--- src/rtl/assert_macros.svh ---
// Assertion macros used by the top RTL file of the sorted priority queue.
// SPQ_ASSERT is disabled while reset is asserted; SPQ_ASSERT_ALWAYS is not.
`ifndef ASSERT_MACROS_SVH
`define ASSERT_MACROS_SVH

`define SPQ_ASSERT(name, clk, rst_n, prop) \
  name: assert property (@(posedge clk) disable iff (!rst_n) (prop)) \
    else $error("spq assertion failed");

`define SPQ_ASSERT_ALWAYS(name, clk, prop) \
  name: assert property (@(posedge clk) (prop)) \
    else $error("spq assertion failed");

`endif

--- src/rtl/spq_pkg.sv ---
// ----------------------------------------------------------------------------
// spq_pkg
// Operation and status codes and the control struct of the queue cells.
// ----------------------------------------------------------------------------
`timescale 1ns / 1ps
`default_nettype none

package spq_pkg;

  localparam logic OP_INSERT = 1'b0;
  localparam logic OP_REMOVE = 1'b1;

  localparam logic [1:0] STATUS_OK    = 2'd0;
  localparam logic [1:0] STATUS_EMPTY = 2'd1;
  localparam logic [1:0] STATUS_FULL  = 2'd2;

  // Broadcast to every cell: at most one of the two is set in a cycle.
  typedef struct packed {
    logic insert;
    logic remove;
  } cell_ctrl_t;

endpackage

`default_nettype wire

--- src/rtl/spq_cell.sv ---
// ----------------------------------------------------------------------------
// spq_cell
// One slot of the sorted queue: holds an entry and trades it with its
// neighbours on insert and remove.
// ----------------------------------------------------------------------------
`timescale 1ns / 1ps
`default_nettype none

module spq_cell
  import spq_pkg::*;
#(
  parameter int IDX         = 0,
  parameter int CNT_BITS    = 9,
  parameter int WEIGHT_BITS = 32,
  parameter int HANDLE_BITS = 9
) (
  input  wire logic                   clk_i,
  input  wire cell_ctrl_t             ctrl_i,
  input  wire logic [CNT_BITS-1:0]    count_i,
  input  wire logic [WEIGHT_BITS-1:0] new_weight_i,
  input  wire logic [7:0]             new_symbol_i,
  input  wire logic [HANDLE_BITS-1:0] new_handle_i,
  input  wire logic                   left_move_i,
  input  wire logic [WEIGHT_BITS-1:0] left_weight_i,
  input  wire logic [7:0]             left_symbol_i,
  input  wire logic [HANDLE_BITS-1:0] left_handle_i,
  input  wire logic [WEIGHT_BITS-1:0] right_weight_i,
  input  wire logic [7:0]             right_symbol_i,
  input  wire logic [HANDLE_BITS-1:0] right_handle_i,
  output logic                        move_o,
  output logic [WEIGHT_BITS-1:0]      weight_o,
  output logic [7:0]                  symbol_o,
  output logic [HANDLE_BITS-1:0]      handle_o
);

  logic [WEIGHT_BITS-1:0] weight_q, weight_d;
  logic [7:0]             symbol_q, symbol_d;
  logic [HANDLE_BITS-1:0] handle_q, handle_d;
  logic                   occupied;

  assign occupied = CNT_BITS'(IDX) < count_i;

  // The new key goes ahead of this entry when it is strictly smaller, or
  // when the slot is empty.
  always_comb begin
    if (!occupied) begin
      move_o = 1'b1;
    end else if (new_weight_i < weight_q) begin
      move_o = 1'b1;
    end else if (new_weight_i == weight_q) begin
      move_o = new_symbol_i < symbol_q;
    end else begin
      move_o = 1'b0;
    end
  end

  always_comb begin
    weight_d = weight_q;
    symbol_d = symbol_q;
    handle_d = handle_q;
    if (ctrl_i.remove) begin
      weight_d = right_weight_i;
      symbol_d = right_symbol_i;
      handle_d = right_handle_i;
    end else if (ctrl_i.insert && move_o) begin
      if (left_move_i) begin
        weight_d = left_weight_i;
        symbol_d = left_symbol_i;
        handle_d = left_handle_i;
      end else begin
        weight_d = new_weight_i;
        symbol_d = new_symbol_i;
        handle_d = new_handle_i;
      end
    end
  end

  always_ff @(posedge clk_i) begin
    weight_q <= weight_d;
    symbol_q <= symbol_d;
    handle_q <= handle_d;
  end

  assign weight_o = weight_q;
  assign symbol_o = symbol_q;
  assign handle_o = handle_q;

endmodule

`default_nettype wire
--- config.mk ---
export PLATFORM = sky130hd
export DESIGN_NAME = spq_cell
export DESIGN_NICKNAME = d
export VERILOG_FILES = /design/src/rtl/assert_macros.svh /design/src/rtl/spq_pkg.sv /design/src/rtl/spq_cell.sv
export SDC_FILE = /design/constraint.sdc
export NUM_CORES = 1
export LEC_CHECK = 0
export BUFFER_PORTS_ARGS = -buffer_cell sky130_fd_sc_hd__buf_4
export CAP_MARGIN = 20
export CORE_MARGIN = 8
export CORE_UTILIZATION = 40
export DETAILED_ROUTE_END_ITERATION = 16
export HOLD_SLACK_MARGIN = 0.1
export PLACE_DENSITY = 0.75
export SLEW_MARGIN = 0
export SYNTH_ARGS = -nofsm -noshare
export SYNTH_HDL_FRONTEND = slang
export SYNTH_SLANG_ARGS = --single-unit
--- constraint.sdc ---
create_clock -name clk_i -period 6.7 [get_ports clk_i]
set_input_delay 1.34 -clock clk_i [delete_from_list [all_inputs] [get_ports clk_i]]
set_output_delay 1.34 -clock clk_i [all_outputs]
set_load 0.02 [all_outputs]
### Word level (Yosys, flattened, before mapping)

Index checks and enable logic that the tools add are counted.

| word-level totals | value |
|---|---|
| output and inout bits | 50 |
| logic and storage cells | 21 |
| latch bits | 0 |
| register bits after elaboration | 49 |
| RAM bits | 0 |
| memories kept | 0 |
| bits of input ports | 160 |
| bits in read-only memories | 0 |

| cells by class | value |
|---|---|
| add/subtract/negate cells | 0 |
| $lt $le $gt $ge | 3 |
| divide/modulo/power cells | 0 |
| multiply operators | 0 |
| equal/unequal tests | 1 |
| shift-type cells | 0 |
| mux-type cells | 12 |
| bitwise operators | 0 |
| reductions and logical operators | 2 |

Operator list:

| kind | count |
|---|---|
| $mux 32 | 3 |
| $eq 32x32->1 | 1 |
| $lt 32x32->1 | 1 |
| $mux 9 | 3 |
| $mux 8 | 3 |
| $lt 1x9->1 const A | 1 |
| $lt 8x8->1 | 1 |
| $mux 1 | 3 |
| $reduce_bool 2->1 | 1 |
| $logic_and 1x1->1 | 1 |

### Logic depth before layout (Yosys ltp)

| depth | value |
|---|---|
| depth after elaboration | 7 |
| depth in mapped cells | 8 |
| gate-level depth less buffers | 8 |

### Worst setup path before layout

Ideal clock, no wire load.

| path | value |
|---|---|
| path type | input-to-reg |
| from | in new_weight_i[15] |
| to | reg handle_q[0], in the netlist handle_o[0] (enable) |
| arrival | 3.974 ns |
| stages on the path | 7 |
| slack | 2.320 ns |
| library setup time | 0.405 ns |
| buffers on the path | 0 |
| data required time | 6.295 ns |
| path through | ha_1 nand4_1 or4_1 nor3_1 a41oi_1 o21ai_1 a21o_1 |

| on the way | value |
|---|---|
| cells in the longest elaborated chain, start to end | 6 |
| elaborated cells on any way between the ends | 7 |
| classes of those cells | 1 x order compare; 1 x eq/ne; 3 x mux; 2 x reduce/logical |

RTL lines:

| what | line | text |
|---|---|---|
| from (decl) | spq_cell.sv:20 | `input wire logic [WEIGHT_BITS-1:0] new_weight_i,` |
| parallel branches: the longest is 2 deep, another holds $lt 32x32->1 | n/a |  |
| $mux 1 * | spq_cell.sv:48 | `end else if (new_weight_i < weight_q) begin` |
| $mux 1 * | spq_cell.sv:46 | `if (!occupied) begin` |
| via move_o | spq_cell.sv:30 | `output logic move_o,` |
| $logic_and 1x1->1 * | spq_cell.sv:65 | `end else if (ctrl_i.insert && move_o) begin` |
| $reduce_bool 2->1 (no source line) * | n/a |  |
| to (signal assigned) | spq_cell.sv:81 | `handle_q <= handle_d;` |
| to (decl) | spq_cell.sv:38 | `logic [HANDLE_BITS-1:0] handle_q, handle_d;` |

Mark *: on every way through the listed nets, which the timed path passes.
A chain may end at the register's enable or synchronous reset.

### Final worst setup path

| path | value |
|---|---|
| from | in new_weight_i[13] |
| to | out move_o |

| on the way | value |
|---|---|
| cells in the longest elaborated chain, start to end | 4 |
| elaborated cells on any way between the ends | 5 |
| classes of those cells | 1 x order compare; 1 x eq/ne; 3 x mux |

RTL lines:

| what | line |
|---|---|
| parallel branches: the longest is 2 deep, another holds $lt 32x32->1 | n/a |
| $mux 1 * | spq_cell.sv:48 |
| $mux 1 * | spq_cell.sv:46 |
| to (decl) | spq_cell.sv:30 |

Every way passes the cells marked *.

==> metrics.md <==
| Metric | Value |
|---|---|
| Outcome | `completed` |
| Routed WL | `11,070 um` |
| Crit path from | `new_weight_i[13]` |
| Antenna diode count | `0` |
| Starting Density | `40.47%` |
| Max Fclk | `220.1 MHz` |
| Initial antenna violation count | `0` |
| Dpl ws | `2.148 ns` |
| # IOs | `210` |
| Syn_nets | `554` |
| Clock network power share | `19.5%` |
| Data required time of the worst path | `5.36 ns` |
| Delay-heaviest family, CP | `simple AND/OR/NAND/NOR gates` |
| Count of final setup violators | `0` |
| GR Overflow Total | `0` |
| #FFs+latches synth | `49` |
| Max Slew Vio Count | `0` |
| Pwr dens | `172.9 mW/mm2` |
| Final period utilization | `67.82%` |
| Net switching power | `0.0002834 W` |
| Post-synth EDFFs | `49` |
| DR DRC count | `0` |
| R2R depth | `9` |
| Cell-internal power | `0.0006144 W` |
| Mapped cell area | `0.003461 mm2` |
| CP Data Arrival Time | `3.20 ns` |
| Overall Global Routing Usage | `17.50%` |
| CTS sink count | `49` |
| Setup CP Type | `input pin to output pin` |
| H-tree levels | `2` |
| Relative slew slack | `43.66%` |
| Element type at the critical path end | `output pin` |
| Hold_buf cts | `0` |
| ANT nets after route | `0` |
| Worst stage delay on the critical path | `0.59 ns` |
| Filler cell count in the final layout | `732` |
| Clk slew on worst S/H paths | `0.10 ns` |
| Final Hold Viols | `0` |
| GPL Wtd Cong | `0.8284` |
| TNS Setup | `0 ns` |
| MaxCap Viol Count | `0` |
| Drt wl/cell | `16.67 um` |
| Slowest-stage cell, CP | `or4_1` |
| WHS Endpoint | `weight_o[13]` |
| TritonRoute pass-1 iters | `4` |
| Flop pwr share | `44.4%` |
| Logic gate share of total power | `36.1%` |
| Drt initial violations | `121` |
| Die Ht | `109.0 um` |
| Asr flop ratio synth | `0%` |
| Area grow syn2layout | `50.07%` |
| Synth top area share | `42.52%` |
| Post-synth top cells | `nand2_1, o21ai_0, edfxtp_1, mux2i_1, inv_1` |
| Worst Path Buf+Inv | `2` |
| VDD IR max | `81.65 uV` |
| Startpoint Class | `input pin` |
| Critical path peak fanout | `3` |
| Synth area leaders | `edfxtp_1, mux2i_1, ha_1` |
| Pleak | `2.630 nW` |
| Sw frac | `31.57%` |
| RSZ-0062 raised after global routing | `no` |
| Root buf cell | `clkbuf_8` |
| Die width | `109.0 um` |
| Hold Crit Start | `right_weight_i[13]` |
| FP Rows | `34` |
| Post-CTS Setup Inserts | `0` |
| Count leader, synth | `nand2_1` |
| Number of port buffers | `209` |
| Nets | `754` |
| Worst-path cell chain | `buf_4, ha_1, nand4_1, or4_1, nor3_1, a41oi_1, o21ai_1, buf_4` |
| Hold path cells | `3` |
| Fin Clk Skew | `0.007327 ns` |
| Tmin final | `4.544 ns` |
| Core Region | `0.008551 mm2` |
| Worst skew pair latency | `0.30 ns` |
| Most frequent CP cell | `buf_4` |
| Final setup margin | `2.156 ns` |
| Yosys cell types | `31` |
| Share of layout cells above drive strength 1 | `39.39%` |
| Hold/Removal Path Class | `input pin to register` |
| Vias in the first global route | `3,493` |
| Ys flop type | `edfxtp_1` |
| First-pass GRT wire length | `16,460 um` |
| Clk buf depth | `2` |
| CTS tree | `built` |
| CTS resizes | `0` |
| Area leader, netlist | `edfxtp_1` |
| Slew @ Worst Pin | `0.8450 ns` |
| R2r startpoint | `weight_o[15]` |
| Vias | `3,270` |
| Syn Area/Cell | `9.749 um2` |
| Final HPWL DP | `9060 um` |
| Reg2reg end | `weight_o[24]` |
| Die area | `0.01188 mm2` |
| Post-DR vias/cell | `4.925` |
| TritonCTS Buffers | `5` |
| Sequential share of the synthesized area | `42.52%` |
| R2r setup slk | `3.39 ns` |
| Yosys warns | `0` |
| Post-synthesis cell count | `355` |
| Largest net degree at the start of global routing | `100` |
==> sequential cells by signal, indices dropped and copies added (netlist names) <==
signal,cells
symbol_o,8
weight_o,32
handle_o,9
==> layout make-up <==
type	instances	area [um2]	share of cell area (%)
timing repair buffer	210	1577	30.35
tap	108	135.1	2.602
multi-input combinational	249	1774	34.16
inverter	40	150.1	2.891
sequential	49	1471	28.33
clock inverter	3	17.52	0.3373
clock buffer	5	68.82	1.325
==> worst reg2reg max path, stage by stage (launching register included) <==
cell and delay (ns):
edfxtp_1 0.38, inv_1 0.06, ha_1 0.30, nand4_1 0.15, or4_1 0.59, nor3_1 0.18, a41oi_1 0.17, o21ai_1 0.17
a21o_2 0.49, buf_4 0.47
==> how the worst max path moves through the flow <==
stage | to | slack (ns) | cells past startpoint
after floorplan | handle_o[0] | 2.32 | 7
after global placement | move_o | 2.19 | 8
after detailed placement | move_o | 2.15 | 8
after CTS | move_o | 2.15 | 8
after global routing | move_o | 2.02 | 8
final | move_o | 2.16 | 8
==> cells in the final DEF (no fill, tap or decap), drive strengths merged, types with 6 or more instances in the layout <==
cell,instances
a21oi,11
buf,210
edfxtp,49
ha,39
inv,40
mux2i,49
nand2,56
nand4,7
nor2,6
o21ai,55
==> cells by family (layout without fill, tap and decap cells) <==
kind of cell	Yosys count	after routing	share of synthesized area (%)
buf+inv	57	258	6.255
mux	49	49	14.17
simple gates	80	80	9.978
flops	49	49	42.52
compound gates	81	81	12.98
fa+ha+maj	39	39	14.10
==> power by group through the flow <==
stage	registers, W	logic [W]	clock network, W
6_report	0.000398	0.000324	0.000175
5_1_grt	0.000403	0.000358	0.000190
4_1_cts	0.000399	0.000328	0.000182
3_5_place_dp	0.000406	0.000327	0
3_3_place_gp	0.000404	0.000321	0
2_1_floorplan	0.000448	0.000118	0
==> per-stage QoR <==
| stage | utilization, % | hold WS [ns] | instance area, um2 | instances | total power (W) |
|---|---|---|---|---|---|
| 3_5_place_dp | 59.73 | 1.489 | 5107 | 656 | 0.0007324 |
| 5_1_grt | 60.74 | 1.310 | 5194 | 664 | 0.0009511 |
| 4_1_cts | 60.74 | 1.303 | 5194 | 664 | 0.0009090 |
| 3_3_place_gp | 59.73 | 1.400 | 5107 | 656 | 0.0007242 |
| 2_1_floorplan | - | 1.527 | 3461 | 355 | 0.0005662 |
| 6_report | 60.74 | 1.315 | 5194 | 664 | 0.0008978 |
==> per-layer routing <==
metal,global-route usage [%],share of wire [%],wire (um)
met5,0,0,0
met4,4.301,1.0,114
met3,5.792,9.3,1031
met2,31.46,51,5639
met1,19.40,39,4282
Note: power is estimated with default switching activity, not from simulation.
